===== config.mk =====
export PLATFORM = sky130hd
export DESIGN_NAME = pooled_order_window_max
export DESIGN_NICKNAME = d
export VERILOG_FILES = /design/src/rtl/pow_pkg.sv /design/src/rtl/pow_walk.sv /design/src/rtl/pooled_order_window_max.sv
export SDC_FILE = /design/constraint.sdc
export NUM_CORES = 1
export LEC_CHECK = 0
export BUFFER_PORTS_ARGS = -buffer_cell sky130_fd_sc_hd__buf_2
export CORE_AREA = 2 2 184 186
export CTS_CLUSTER_DIAMETER = 120
export DETAILED_ROUTE_END_ITERATION = 10
export DIE_AREA = 0 0 186 188
export PLACE_DENSITY = 0.6
export SYNTH_ARGS = -nofsm -noshare
export SYNTH_HDL_FRONTEND = slang
export SYNTH_SLANG_ARGS = --single-unit

===== constraint.sdc =====
create_clock -name clk -period 13.4 [get_ports clk]
set_input_delay 1.34 -clock clk [delete_from_list [all_inputs] [get_ports clk]]
set_output_delay 1.34 -clock clk [all_outputs]
set_load 0.005 [all_outputs]

===== src/rtl/pow_pkg.sv =====
`timescale 1ns / 1ps
`default_nettype none

package pow_pkg;

    localparam int MAX_LANES = 4;
    localparam int VAL_W     = 16;
    localparam int ADDR_W    = 12;
    localparam int GRP_W     = 8;
    localparam int POS_W     = 10;
    localparam int WIN_W     = 2;
    localparam int CFG_IDX_W = 2;
    localparam int CFG_W     = 10;

    localparam logic [CFG_IDX_W-1:0] CFG_OUT_HEIGHT  = 2'd0;
    localparam logic [CFG_IDX_W-1:0] CFG_OUT_WIDTH   = 2'd1;
    localparam logic [CFG_IDX_W-1:0] CFG_CHAN_GROUPS = 2'd2;
    localparam logic [CFG_IDX_W-1:0] CFG_POOL_FACTOR = 2'd3;

    localparam logic [9:0] OUT_HEIGHT_RST  = 10'd16;
    localparam logic [9:0] OUT_WIDTH_RST   = 10'd16;
    localparam logic [8:0] CHAN_GROUPS_RST = 9'd1;
    localparam logic [2:0] POOL_FACTOR_RST = 3'd2;

    typedef struct packed {
        logic signed [VAL_W-1:0] value_0;
        logic signed [VAL_W-1:0] value_1;
        logic signed [VAL_W-1:0] value_2;
        logic signed [VAL_W-1:0] value_3;
    } item_t;

    typedef struct packed {
        logic        [ADDR_W-1:0] in_row;
        logic        [ADDR_W-1:0] in_col;
        logic        [GRP_W-1:0]  chan_group;
        logic        [POS_W-1:0]  out_row;
        logic        [POS_W-1:0]  out_col;
        logic                     first_of_window;
        logic                     window_done;
        logic signed [VAL_W-1:0]  pooled_0;
        logic signed [VAL_W-1:0]  pooled_1;
        logic signed [VAL_W-1:0]  pooled_2;
        logic signed [VAL_W-1:0]  pooled_3;
    } result_t;

    // current walk position handed from the address walker
    typedef struct packed {
        logic [ADDR_W-1:0] in_row;
        logic [ADDR_W-1:0] in_col;
        logic [GRP_W-1:0]  chan_group;
        logic [POS_W-1:0]  out_row;
        logic [POS_W-1:0]  out_col;
        logic              first;
        logic              done;
    } walk_t;

endpackage

`default_nettype wire


===== src/rtl/pow_walk.sv =====
`timescale 1ns / 1ps
`default_nettype none

module pow_walk (
    input  wire logic                             clk,
    input  wire logic                             rst_n,
    input  wire logic                             cfg_we,
    input  wire logic [pow_pkg::CFG_IDX_W-1:0]    cfg_index,
    input  wire logic [pow_pkg::CFG_W-1:0]        cfg_data,
    input  wire logic                             advance,
    output pow_pkg::walk_t                        walk
);

    logic [9:0] out_height_reg;
    logic [9:0] out_width_reg;
    logic [8:0] chan_groups_reg;
    logic [2:0] pool_factor_reg;

    logic [pow_pkg::ADDR_W-1:0] base_row_reg, base_row_next;
    logic [pow_pkg::ADDR_W-1:0] base_col_reg, base_col_next;
    logic [pow_pkg::GRP_W-1:0]  group_reg, group_next;
    logic [pow_pkg::POS_W-1:0]  prow_reg, prow_next;
    logic [pow_pkg::POS_W-1:0]  pcol_reg, pcol_next;
    logic [pow_pkg::WIN_W-1:0]  wrow_reg, wrow_next;
    logic [pow_pkg::WIN_W-1:0]  wcol_reg, wcol_next;

    logic [2:0]                 pf;
    logic [pow_pkg::WIN_W-1:0]  pf_last;
    logic [pow_pkg::GRP_W-1:0]  cg_last;
    logic [pow_pkg::POS_W-1:0]  ow_last;
    logic [pow_pkg::POS_W-1:0]  oh_last;
    logic                       col_wrap;
    logic                       row_wrap;

    always_ff @(posedge clk or negedge rst_n)
    begin
        if (!rst_n)
        begin
            out_height_reg  <= pow_pkg::OUT_HEIGHT_RST;
            out_width_reg   <= pow_pkg::OUT_WIDTH_RST;
            chan_groups_reg <= pow_pkg::CHAN_GROUPS_RST;
            pool_factor_reg <= pow_pkg::POOL_FACTOR_RST;
        end
        else if (cfg_we)
        begin
            unique case (cfg_index)
                pow_pkg::CFG_OUT_HEIGHT:  out_height_reg  <= cfg_data;
                pow_pkg::CFG_OUT_WIDTH:   out_width_reg   <= cfg_data;
                pow_pkg::CFG_CHAN_GROUPS: chan_groups_reg <= cfg_data[8:0];
                pow_pkg::CFG_POOL_FACTOR: pool_factor_reg <= cfg_data[2:0];
                default: ;
            endcase
        end
    end

    // limits: zero acts as one, oversized values clamp
    always_comb
    begin
        if (pool_factor_reg == 3'd0)
            pf = 3'd1;
        else if (pool_factor_reg > 3'd4)
            pf = 3'd4;
        else
            pf = pool_factor_reg;
        pf_last = 2'(pf - 3'd1);

        if (chan_groups_reg == 9'd0)
            cg_last = '0;
        else if (chan_groups_reg > 9'd256)
            cg_last = 8'd255;
        else
            cg_last = 8'(chan_groups_reg - 9'd1);

        ow_last = (out_width_reg == 10'd0) ? 10'd0 : out_width_reg - 10'd1;
        oh_last = (out_height_reg == 10'd0) ? 10'd0 : out_height_reg - 10'd1;
    end

    assign col_wrap = wcol_reg >= pf_last;
    assign row_wrap = wrow_reg >= pf_last;

    always_comb
    begin
        base_row_next = base_row_reg;
        base_col_next = base_col_reg;
        group_next    = group_reg;
        prow_next     = prow_reg;
        pcol_next     = pcol_reg;
        wrow_next     = wrow_reg;
        wcol_next     = wcol_reg;
        if (!col_wrap)
            wcol_next = wcol_reg + 2'd1;
        else
        begin
            wcol_next = '0;
            if (!row_wrap)
                wrow_next = wrow_reg + 2'd1;
            else
            begin
                wrow_next = '0;
                if (group_reg < cg_last)
                    group_next = group_reg + 8'd1;
                else
                begin
                    group_next = '0;
                    if (pcol_reg < ow_last)
                    begin
                        pcol_next     = pcol_reg + 10'd1;
                        base_col_next = base_col_reg + 12'(pf);
                    end
                    else
                    begin
                        pcol_next     = '0;
                        base_col_next = '0;
                        if (prow_reg < oh_last)
                        begin
                            prow_next     = prow_reg + 10'd1;
                            base_row_next = base_row_reg + 12'(pf);
                        end
                        else
                        begin
                            prow_next     = '0;
                            base_row_next = '0;
                        end
                    end
                end
            end
        end
    end

    always_ff @(posedge clk or negedge rst_n)
    begin
        if (!rst_n)
        begin
            base_row_reg <= '0;
            base_col_reg <= '0;
            group_reg    <= '0;
            prow_reg     <= '0;
            pcol_reg     <= '0;
            wrow_reg     <= '0;
            wcol_reg     <= '0;
        end
        else if (advance)
        begin
            base_row_reg <= base_row_next;
            base_col_reg <= base_col_next;
            group_reg    <= group_next;
            prow_reg     <= prow_next;
            pcol_reg     <= pcol_next;
            wrow_reg     <= wrow_next;
            wcol_reg     <= wcol_next;
        end
    end

    assign walk.in_row     = base_row_reg + 12'(wrow_reg);
    assign walk.in_col     = base_col_reg + 12'(wcol_reg);
    assign walk.chan_group = group_reg;
    assign walk.out_row    = prow_reg;
    assign walk.out_col    = pcol_reg;
    assign walk.first      = (wrow_reg == '0) && (wcol_reg == '0);
    assign walk.done       = col_wrap && row_wrap;

endmodule

`default_nettype wire


===== src/rtl/pooled_order_window_max.sv =====
// Channel   Direction  Handshake                 Payload
// cfg       in         cfg_we                    cfg_index, cfg_data
// item      in         item_valid / item_stall   item (pow_pkg::item_t)
// result    out        result_valid / result_stall  result (pow_pkg::result_t)
//
// One result per item; the result register loads on the transfer and shows the result in the following cycle.
// An item is taken every cycle while item_stall is low; throughput is set by the result register alone.
// item_stall is high only while a result waits and result_stall is high.
// Reset clears the walk counters, the running maxima and the result valid.
`timescale 1ns / 1ps
`default_nettype none

module pooled_order_window_max #(
    parameter int LANES = pow_pkg::MAX_LANES
) (
    input  wire logic                             clk,
    input  wire logic                             rst_n,
    input  wire logic                             cfg_we,
    input  wire logic [pow_pkg::CFG_IDX_W-1:0]    cfg_index,
    input  wire logic [pow_pkg::CFG_W-1:0]        cfg_data,
    input  wire logic                             item_valid,
    output logic                                  item_stall,
    input  wire pow_pkg::item_t                   item,
    output logic                                  result_valid,
    input  wire logic                             result_stall,
    output pow_pkg::result_t                      result
);

    pow_pkg::walk_t   walk;
    pow_pkg::result_t result_reg;
    logic             valid_reg;
    logic             accept;

    logic signed [pow_pkg::VAL_W-1:0] lane_in  [pow_pkg::MAX_LANES];
    logic signed [pow_pkg::VAL_W-1:0] lane_max_next [pow_pkg::MAX_LANES];
    logic signed [pow_pkg::VAL_W-1:0] lane_max_reg [LANES];

    assign item_stall = valid_reg && result_stall;
    assign accept     = item_valid && !item_stall;

    pow_walk u_walk (
        .clk       (clk),
        .rst_n     (rst_n),
        .cfg_we    (cfg_we),
        .cfg_index (cfg_index),
        .cfg_data  (cfg_data),
        .advance   (accept),
        .walk      (walk)
    );

    assign lane_in[0] = item.value_0;
    assign lane_in[1] = item.value_1;
    assign lane_in[2] = item.value_2;
    assign lane_in[3] = item.value_3;

    for (genvar l = 0; l < pow_pkg::MAX_LANES; l++)
    begin : g_lane
        if (l < LANES)
        begin : g_used
            assign lane_max_next[l] = (walk.first || lane_in[l] > lane_max_reg[l]) ?
                                      lane_in[l] : lane_max_reg[l];

            always_ff @(posedge clk or negedge rst_n)
            begin
                if (!rst_n)
                    lane_max_reg[l] <= '0;
                else if (accept)
                    lane_max_reg[l] <= lane_max_next[l];
            end
        end
        else
        begin : g_unused
            assign lane_max_next[l] = '0;
        end
    end

    always_ff @(posedge clk or negedge rst_n)
    begin
        if (!rst_n)
            valid_reg <= 1'b0;
        else if (accept)
            valid_reg <= 1'b1;
        else if (!result_stall)
            valid_reg <= 1'b0;
    end

    always_ff @(posedge clk)
    begin
        if (accept)
        begin
            result_reg.in_row          <= walk.in_row;
            result_reg.in_col          <= walk.in_col;
            result_reg.chan_group      <= walk.chan_group;
            result_reg.out_row         <= walk.out_row;
            result_reg.out_col         <= walk.out_col;
            result_reg.first_of_window <= walk.first;
            result_reg.window_done     <= walk.done;
            result_reg.pooled_0        <= lane_max_next[0];
            result_reg.pooled_1        <= lane_max_next[1];
            result_reg.pooled_2        <= lane_max_next[2];
            result_reg.pooled_3        <= lane_max_next[3];
        end
    end

    assign result_valid = valid_reg;
    assign result       = result_reg;

endmodule

`default_nettype wire

==> flow_metrics.tcl, run 1 <==
set metrics [dict create \
    fmax_mhz 229 \
    cp_data_arrival_time_ns 4.84 \
    timing_max_transition_violations_final 0 \
    post-route-period-util_pct 32.5 \
    start_util_pct 44.2 \
    nNetsFinal 1652 \
    post_route_cells_drive_above_1_share_pct 27.2 \
    setup-violations-final 0 \
    placedCellCount 1870 \
    synth.net_count 1450 \
    cellLeakagePower_nw 7.57 \
    nFillCells 2946 \
    cts-resized-gates 0 \
    port-buffer-count 200 \
    drtPass1Iterations 5 \
    core_occupancy_in_the_finished_layout_pct 52.0 \
    synth_ff_type "sky130_fd_sc_hd__dfrtp_1" \
    async_reset_ff_share_pct 56.5 \
    vias 10300 \
    clockRootBuffer "sky130_fd_sc_hd__clkbuf_16" \
    ir_worst_vdd_mv 0.100 \
    seq_area_um2 7380 \
    dp.final_hpwl_um 23100 \
    start_kind "flop" \
    cts_hold_buf 0 \
    edff_count_synth 118 \
    wl_per_cell_um 17.1 \
    cts_tree "yes" \
    rows 67 \
    synth_warnings 0 \
    grt_pass1_vias 10300 \
    numCtsBuffers 31 \
    grt_use_total_pct 19.0 \
    rsz0062_at_grt "no" \
    syn_avg_cell_area_um2 11.7 \
    maximum_fanout_encountered_on_the_critical_timing_path 35 \
    total_power_mw 3.08 \
    core_area_um2 33100 \
    largest_register_ff_count 118 \
    clk_latency_ns 0.56 \
    status "complete, no violations" \
    h_tree_depth_reported_by_cts 1 \
    boundaryPins 201 \
    routabilityCongestion 0.795 \
    finalClockSkew_ns 0.0164 \
    fin_tns_setup_ns 0 \
    finalHoldWorstSlack_ns 0.509 \
    required_ns 13.88 \
    finalWorstPathRequiredPeriod_ns 4.36 \
    drtAntennaViolNets 0 \
    worst_pin_slew_ns 1.06 \
    drt_drc_violations_left 0 \
    wire_length_of_the_first_global_routing_pass_um 53900 \
    most_common_cell_after_layout_fill_and_taps_aside "sky130_fd_sc_hd__buf_2" \
    grt_antenna_before_repair 1 \
    areaGrowthSynthToFinish_pct 17.8 \
    worstSetupEndpointType "flop" \
    synth.yosys.seq_area_share_pct 50.4 \
    clk_path_buf_depth 3 \
    fp.dieArea_um2 35000 \
    maxSlewHeadroom_pct 29.1 \
    critical_path_class "flop to flop" \
    syn_area_um2 14600 \
    synth.ff_latch_count 271 \
    synth_cell_types 68 \
    multi_input_area_um2 6690 \
    layout.cells.non_filler 1928 \
    grt_overflow 0 \
    syn_inst 1253 \
    clk_transition_reported_paths_ns 0.06 \
    detail_route.iter0.violations 562 \
    clock_sink_count 271 \
    timing.final.hold_violations 0 \
    timing.hold.worst.class "flop to flop" \
    routed_wl_um 33100 \
    postCtsSetupRepairBufs 0 \
    powerDensity_nw_per_um2 178 \
    maxCapViolCount 0 \
    fp.dieW_um 186 \
    commonest_cells_after_routing_fill_and_taps_aside "sky130_fd_sc_hd__buf_2, sky130_fd_sc_hd__dfrtp_1, sky130_fd_sc_hd__edfxtp_1, sky130_fd_sc_hd__ha_1, sky130_fd_sc_hd__mux2_2" \
    maximum_number_of_pins_on_one_net_before_global_route_repair 93 \
    vias_per_cell 5.37 \
    dieHeight_um 188 \
]
[critical path, stage by stage (launching register included)]
cell and delay [ns]:
sky130_fd_sc_hd__dfrtp_1 0.40, sky130_fd_sc_hd__nor2_1 0.29, sky130_fd_sc_hd__nand3_1 0.18, sky130_fd_sc_hd__nor4_1 0.32, sky130_fd_sc_hd__nor3b_1 0.28, sky130_fd_sc_hd__xor2_1 0.17
sky130_fd_sc_hd__nand2_1 0.07, sky130_fd_sc_hd__ha_1 0.30, sky130_fd_sc_hd__o2111ai_1 0.21, sky130_fd_sc_hd__o21ai_1 0.55, sky130_fd_sc_hd__nor2_4 0.29, sky130_fd_sc_hd__nor4_4 0.91
sky130_fd_sc_hd__mux2_2 0.29
[worst paths after layout]
| check | cells past startpoint | to | start | slack [ns] |
|---|---|---|---|---|
| setup / recovery | 12 | u_walk.prow_reg[0] | u_walk.out_width_reg[3] | 9.04 |
| max in group asynchronous | 2 | u_walk.base_col_reg[9] | rst_n | 11.16 |
| min in group asynchronous | 1 | lane_max_reg[50] | rst_n | 0.86 |
| setup reg to reg | 12 | u_walk.prow_reg[0] | u_walk.out_width_reg[3] | 9.04 |
| hold reg to reg | 0 | result[93] | u_walk.group_reg[7] | 0.51 |
| hold / removal | 0 | result[93] | u_walk.group_reg[7] | 0.51 |
[through the flow]
step / setup slack [ns] / area [µm²]
finish: 9.04 / 17200
CTS: 8.99 / 17200
global placement: 8.99 / 16100
floorplan: 7.49 / 14600
detailed placement: 8.96 / 16100
global route: 8.53 / 17200
[cells in the mapped netlist (all sizes together), types with 6 or more instances]
library cell	number	area [µm²]
dfrtp	149	3730
a32o	32	320
inv	97	364
nor4	8	86.3
xor2	18	158
a211oi	9	85.1
a21oi	78	394
a211o	19	166
and3	6	37.5
mux2	111	1250
ha	112	1400
or2	7	43.8
nand2b	15	93.8
nor3	20	105
o31ai	9	67.6
or3	8	50.1
and4	6	52.6
a21o	25	188
o21a	8	60.1
nor2b	9	56.3
buf	16	82.6
nand4	17	113
nand3	31	155
a221o	16	160
a22o	31	272
nor2	58	225
nor3b	11	87.6
clkbuf	30	114
nand2	69	259
xnor2	22	193
o21ai	42	210
o211ai	7	52.6
edfxtp	118	3540
[layout make-up]
cell class	instances	area share, %
diodes	1	0.0145
inverters	97	2.14
multi-input cells	839	38.8
clock buffers	37	4.81
clock inverters	20	1.63
well taps	448	3.25
flip-flops and latches	271	42.8
repair buffers	215	6.50
[per-layer routing]
metal  GRT usage (%)  vias to the layer above  share of wire [%]
met1            25.7                     5035                 46
met4            5.12                        0                2.0
li1                -                     5076                  -
met2            31.8                      192                 48
met5               0                        -                  0
met3            2.66                       45                4.4
[cells by family (layout without fill, tap and decap cells)]
logic type	after synthesis	in the layout	synth area share, %
AOI/OAI and AO/OA	295	295	14.6
xor gates and xnor gates	40	40	2.40
adders and majority gates	117	117	10.2
buffers and inverters	143	369	3.83
DFF	271	271	50.4
muxes	113	113	8.68
other	0	1	0
and+or+nand+nor	274	274	9.81
[where the power goes]
part	total (mW)	internal [mW]	switching [mW]
clock network	0.913	0.572	0.341
registers	1.20	1.08	0.122
logic	0.957	0.461	0.496
(Power assumes the default switching activity.)
==> inputs of run 2 (changes only) <==
Settings changed: PLACE_DENSITY 0.6 to 0.63.
Clock period 13.4 ns to 3.79 ns, I/O delays scaled along.
==> run 2 against run 1 <==
  * Clock-buffer cell count is 13 higher
  * Worst setup slack worse by 8.7 ns
  * Non-clock buffer count is 24 higher
  * Via count is 2.5% higher
  * Sequential share of layout area is 0.43 points lower
  * Critical endpoint is now u_walk.base_row_reg[7]
  * Combinational power grew to 3.6 times the previous value
  * Wire length is 0.23% higher
  * Sequential power grew to 3.6 times the previous value
  * Power grew to 3.5 times the previous value
  * Maximum frequency is 26% higher
==> flow_metrics.tcl, run 2 (synthesis gave the netlist of run 1 again) <==
set metrics [dict create \
    dieHeight_um 188 \
    detail_route.iter0.violations 534 \
    rsz0062_at_grt "no" \
    routed_wl_um 33100 \
    grt_use_total_pct 19.2 \
    critPathLaunch "u_walk.chan_groups_reg[0]" \
    fp.dieArea_um2 35000 \
    setup-violations-final 0 \
    maximum_number_of_pins_on_one_net_before_global_route_repair 75 \
    nFillCells 2913 \
    wire_length_of_the_first_global_routing_pass_um 54500 \
    routabilityCongestion 0.852 \
    clk_latency_ns 0.56 \
    fin_tns_setup_ns 0 \
    critical_path_class "flop to flop" \
    cellLeakagePower_nw 7.68 \
    drt_drc_violations_left 0 \
    worst_pin_slew_ns 0.753 \
    cts_tree "yes" \
    timing.critical_path.slowest_stage_cell "sky130_fd_sc_hd__dfstp_2" \
    nNetsFinal 1676 \
    grt_antenna_before_repair 1 \
    timing.final.hold_violations 0 \
    boundaryPins 201 \
    start_util_pct 44.2 \
    ir_worst_vdd_mv 0.357 \
    maximum_fanout_encountered_on_the_critical_timing_path 15 \
    maxSlewHeadroom_pct 49.8 \
    rows 67 \
    clk_path_buf_depth 3 \
    most_common_cell_after_layout_fill_and_taps_aside "sky130_fd_sc_hd__buf_2" \
    fmax_mhz 288 \
    timing.hold.worst.class "input port to flop" \
    clock_sink_count 271 \
    post-route-period-util_pct 91.5 \
    cp_data_arrival_time_ns 3.96 \
    commonest_cells_after_routing_fill_and_taps_aside "sky130_fd_sc_hd__buf_2, sky130_fd_sc_hd__dfrtp_1, sky130_fd_sc_hd__edfxtp_1, sky130_fd_sc_hd__ha_1, sky130_fd_sc_hd__mux2_2" \
    seq_area_um2 7380 \
    drtPass1Iterations 5 \
    h_tree_depth_reported_by_cts 1 \
    worstSetupEndpointType "flop" \
    port-buffer-count 200 \
    finalWorstPathRequiredPeriod_ns 3.47 \
    vias_per_cell 5.43 \
    dp.final_hpwl_um 23600 \
    reg2reg_from "u_walk.chan_groups_reg[0]" \
    worstHoldStart "cfg_data[6]" \
    finalClockSkew_ns 0.0117 \
    clk_transition_reported_paths_ns 0.06 \
    drtAntennaViolNets 0 \
    maxCapViolCount 0 \
    areaGrowthSynthToFinish_pct 19.0 \
    status "complete, no violations" \
    multi_input_area_um2 6700 \
    postPlaceCellArea_um2 16300 \
    grt_overflow 0 \
    vias 10600 \
    largest_register_ff_count 118 \
    start_kind "flop" \
    numCtsBuffers 31 \
    grt_pass1_vias 10700 \
    post_route_cells_drive_above_1_share_pct 28.3 \
    timing_max_transition_violations_final 0 \
    powerDensity_nw_per_um2 616 \
    fp.dieW_um 186 \
    antenna_cells_inserted 0 \
    core_area_um2 33100 \
    postLayoutCellArea_um2 17400 \
    required_ns 4.28 \
    crit_path_cell_trace "inv_1, ha_1, nor3b_1, nand2_1, inv_1, maj3_1, ha_1, o211ai_1, a211o_1, nor3_1, a22oi_2, buf_12, nor4_4, buf_4, a22o_1" \
    wl_per_cell_um 17.0 \
    clockRootBuffer "sky130_fd_sc_hd__clkbuf_16" \
    largest_stage_delay_on_the_critical_path_ns 0.58 \
]
[run 2: worst paths after layout]
check / endpoint / slack (ns) / depth (start not counted)
worst max-delay path: u_walk.base_row_reg[7] / 0.32 / 15
worst min-delay path: u_walk.chan_groups_reg[6] / 0.08 / 2
worst max register to register: u_walk.base_row_reg[7] / 0.32 / 15
worst min register to register: lane_max_reg[58] / 0.51 / 1
max in group asynchronous: u_walk.pool_factor_reg[1] / 2.49 / 3
min in group asynchronous: lane_max_reg[39] / 0.41 / 2
[run 2: report_power, final]
part	switching (mW)	internal [mW]
sequential	0.448	3.83
combinational	1.78	1.69
clock	1.19	1.78
total	3.42	7.30
[run 2: layout make-up]
type | count | area share, %
inverters | 97 | 2.12
clock buffers | 50 | 5.69
well taps | 448 | 3.22
clock inverters | 8 | 0.302
repair buffers | 239 | 7.79
multi-input cells | 839 | 38.5
flip-flops and latches | 271 | 42.4
[run 2: through the flow]
step | util [%] | setup WS [ns] | power (mW) | instances | hold slack (ns)
final | 52.6 | 0.323 | 10.7 | 1952 | 0.0849
after detailed placement | 49.2 | 0.128 | 7.80 | 1890 | 0.456
after global routing | 52.6 | 0.0157 | 11.5 | 1952 | 0.0633
after CTS | 52.5 | 0.114 | 10.8 | 1950 | 0.0579
after global placement | 49.2 | 0.198 | 7.69 | 1890 | 0.456
after floorplan | - | 0.423 | 6.69 | 1253 | 0.0834
[run 2: repair_timing]
item	in CTS	in global routing
setup endpoints to repair	0	39
setup buffers	0	2
hold buffers	2	0
endpoints found under the hold margin	70	0
gates resized for setup	0	1
[run 2: layer usage]
metal	global-route usage [%]	routed length, µm	vias to the layer above
met2	32.7	16000	247
met3	2.93	1690	45
met4	4.82	662	2
met5	0	9	-
li1	-	-	5129
met1	25.4	14700	5184
[run 2: critical path, delay by kind of cell, from the launching register on]
family | cells | cell delay [ns]
and+or+nand+nor | 4 | 0.82
buffers and inverters | 4 | 0.52
adders and majority gates | 3 | 0.83
AOI/OAI and AO/OA | 4 | 0.63
DFF | 1 | 0.58
==> inputs of run 3 (changes only) <==
Settings changed: ABC_AREA set to 1, CORE_AREA 2 2 184 186 to 2 2 188 190, DIE_AREA 0 0 186 188 to 0 0 190 192.
==> run 3 against run 2 <==
  * The flow now finishes with violations (hold timing)
  * Area after synthesis rose by 5.1%
  * Synthesized cell count rose by 44%
  * Clock-buffer cell count did not move
  * Critical path depth rose by 2
  * Clock power rose by 10%
  * First-iteration DRC count rose by 9.9%
  * Maximum frequency rose by 6.3%
  * Die area rose by 4.3%
  * Non-clock buffer count fell by 25
  * Hold slack got worse by 0.11 ns
  * Final area rose by 3.1%
  * Largest power group unchanged
  * Highest routed layer is now met4
==> flow_metrics.tcl, run 3 <==
set metrics [dict create \
    dp.final_hpwl_um 24300 \
    cp_data_arrival_time_ns 3.65 \
    antenna_cells_inserted 0 \
    setup-violations-final 0 \
    crit_path_frequent_cell "sky130_fd_sc_hd__nand2_1" \
    dieHeight_um 192 \
    boundaryPins 201 \
    clk_latency_ns 0.50 \
    finalWorstPathRequiredPeriod_ns 3.26 \
    areaGrowthSynthToFinish_pct 16.8 \
    vias 12300 \
    yosys.cell_count.top_type "sky130_fd_sc_hd__nand2_1" \
    port-buffer-count 200 \
    clock_sink_count 271 \
    rsz0062_at_grt "no" \
    syn_avg_cell_area_um2 8.54 \
    start_kind "flop" \
    cts_hold_buf 0 \
    grt_overflow 0 \
    timing.hold.worst.class "input port to asynchronous set/reset pin" \
    post-route-period-util_pct 86.1 \
    ir_worst_vdd_mv 0.327 \
    synthDominantAreaCellType "sky130_fd_sc_hd__dfrtp_1" \
    syn_inst 1800 \
    wire_length_of_the_first_global_routing_pass_um 57600 \
    drt_drc_violations_left 0 \
    commonest_cells_after_routing_fill_and_taps_aside "sky130_fd_sc_hd__nand2_1, sky130_fd_sc_hd__inv_1, sky130_fd_sc_hd__buf_2, sky130_fd_sc_hd__nand3_1, sky130_fd_sc_hd__dfrtp_1" \
    largest_stage_delay_on_the_critical_path_ns 0.44 \
    routabilityCongestion 0.848 \
    postCtsSetupRepairBufs 0 \
    timing.final.hold_violations 12 \
    rows 68 \
    synth.ff_latch_count 271 \
    failed_checks "hold timing" \
    clk_transition_reported_paths_ns 0.06 \
    crit_path_cell_trace "nor2_1, nand2_1, nor2_1, inv_1, nor4_1, or2_2, nand3_1, ha_1, nand2_1, inv_1, nand3_1, nor3_1, nand2_2, nand2_2, nand3_2, nand2_1, nand2_1" \
    yosys-top-cells-count "sky130_fd_sc_hd__nand2_1, sky130_fd_sc_hd__inv_1, sky130_fd_sc_hd__nand3_1" \
    worst_pin_slew_ns 0.983 \
    finalHoldWorstSlack_ns -0.0220 \
    grt_antenna_before_repair 0 \
    yosysTopAreaCellShare_pct 24.3 \
    maxSlewHeadroom_pct 34.5 \
    syn_area_um2 15400 \
    cellLeakagePower_nw 9.02 \
    drtPass1Iterations 6 \
    post_route_cells_drive_above_1_share_pct 14.6 \
    start_util_pct 44.8 \
    detail_route.iter0.violations 587 \
    timing_max_transition_violations_final 0 \
    synth.net_count 1997 \
    status "complete, but fails checks" \
    timing.critical_path.slowest_stage_cell "sky130_fd_sc_hd__nand3_2" \
    clockRootBuffer "sky130_fd_sc_hd__clkbuf_16" \
    synth.yosys.seq_area_share_pct 48.0 \
    maxCapViolCount 0 \
    grt_pass1_vias 11700 \
    powerDensity_nw_per_um2 664 \
    finalClockSkew_ns 0.0156 \
    maximum_number_of_pins_on_one_net_before_global_route_repair 163 \
    fp.dieW_um 190 \
    h_tree_depth_reported_by_cts 2 \
    drtAntennaViolNets 0 \
    critical_path_class "flop to flop" \
    placedCellCount 2411 \
    worstSetupEndpointType "flop" \
    cts_tree "yes" \
    core_area_um2 34300 \
    synth_cell_types 37 \
    required_ns 4.18 \
    clk_path_buf_depth 3 \
    grt_use_total_pct 19.4 \
    synth_warnings 0 \
    edff_count_synth 118 \
    synth.area.top_cells "sky130_fd_sc_hd__dfrtp_1, sky130_fd_sc_hd__edfxtp_1, sky130_fd_sc_hd__nand2_1" \
    numCtsBuffers 34 \
    fin_tns_setup_ns 0 \
    fmax_mhz 307 \
    synth_ff_type "sky130_fd_sc_hd__dfrtp_1" \
    async_reset_ff_share_pct 56.5 \
    fp.dieArea_um2 36500 \
    vias_per_cell 4.95 \
    most_common_cell_after_layout_fill_and_taps_aside "sky130_fd_sc_hd__nand2_1" \
    wl_per_cell_um 14.2 \
    maximum_fanout_encountered_on_the_critical_timing_path 22 \
    largest_register_ff_count 118 \
    routed_wl_um 35100 \
    layout.cells.non_filler 2473 \
    nNetsFinal 2189 \
    cts-resized-gates 0 \
]
run 3: changes by cell type after synthesis, sizes merged, moves of 31 or more:
cell / previous run / this run
nor2: 58 / 103
a32o: 32 / 0
nand3: 31 / 201
inv: 97 / 243
and2: 2 / 64
a22o: 31 / 0
nand2: 69 / 475
mux2: 111 / 0
run 3: cell families (layout without fill, tap and decap cells):
logic type	after synthesis	in the layout	synth area share [%]
fa+ha+maj	116	116	9.64
simple gates	916	916	26.6
xor+xnor	61	61	3.48
compound gates	135	135	4.48
flops	271	271	48.0
buf+inv	301	519	7.81
run 3: worst paths after layout:
kind	cells past startpoint	from	slack (ns)	end
setup / recovery	17	u_walk.out_width_reg[2]	0.53	u_walk.prow_reg[1]
hold / removal	1	rst_n	-0.02	u_walk.chan_groups_reg[1]
setup reg to reg	17	u_walk.out_width_reg[2]	0.53	u_walk.prow_reg[1]
hold reg to reg	2	lane_max_reg[21]	0.48	lane_max_reg[21]
max in group asynchronous	2	rst_n	2.89	u_walk.out_height_reg[4]
min in group clk	3	result_stall	0.10	result_valid
run 3: final cells by class:
class / count / area [µm²]
multi-input cells: 1228 / 6800
inverters: 243 / 912
repair buffers: 214 / 1140
well taps: 455 / 569
flip-flops and latches: 271 / 7380
fillers: 3173 / 16300
clock buffers: 50 / 1010
clock inverters: 12 / 131
run 3: routing by layer:
layer	GRT usage, %	share of wire (%)	wire length, µm
met1	26.3	46	16300
met4	5.07	2.0	698
met3	2.70	5.2	1840
met5	0	0	0
met2	32.8	46	16300
run 3: metrics by stage:
stage	hold slack, ns	power, mW	util (%)	area [µm²]	worst slack [ns]
2_1_floorplan	0.0834	7.41	-	15400	1.01
3_3_place_gp	0.460	8.59	49.0	16800	0.615
3_5_place_dp	0.465	8.71	49.0	16800	0.554
4_1_cts	0.0372	12.0	52.3	17900	0.515
5_1_grt	0.0638	12.9	52.3	17900	0.0723
6_report	-0.0220	11.9	52.3	17900	0.529
run 3: worst max-delay path, delay by kind of cell (launching register included):
family / cells / cell delay [ns]
simple gates: 14 / 2.31
flops: 1 / 0.41
fa+ha+maj: 1 / 0.30
buf+inv: 2 / 0.13
run 3: report_power, final:
part | switching [mW] | internal, mW | total (mW)
Combinational | 2.64 | 1.60 | 4.24
Clock | 1.22 | 2.06 | 3.28
Sequential | 0.379 | 4.01 | 4.39
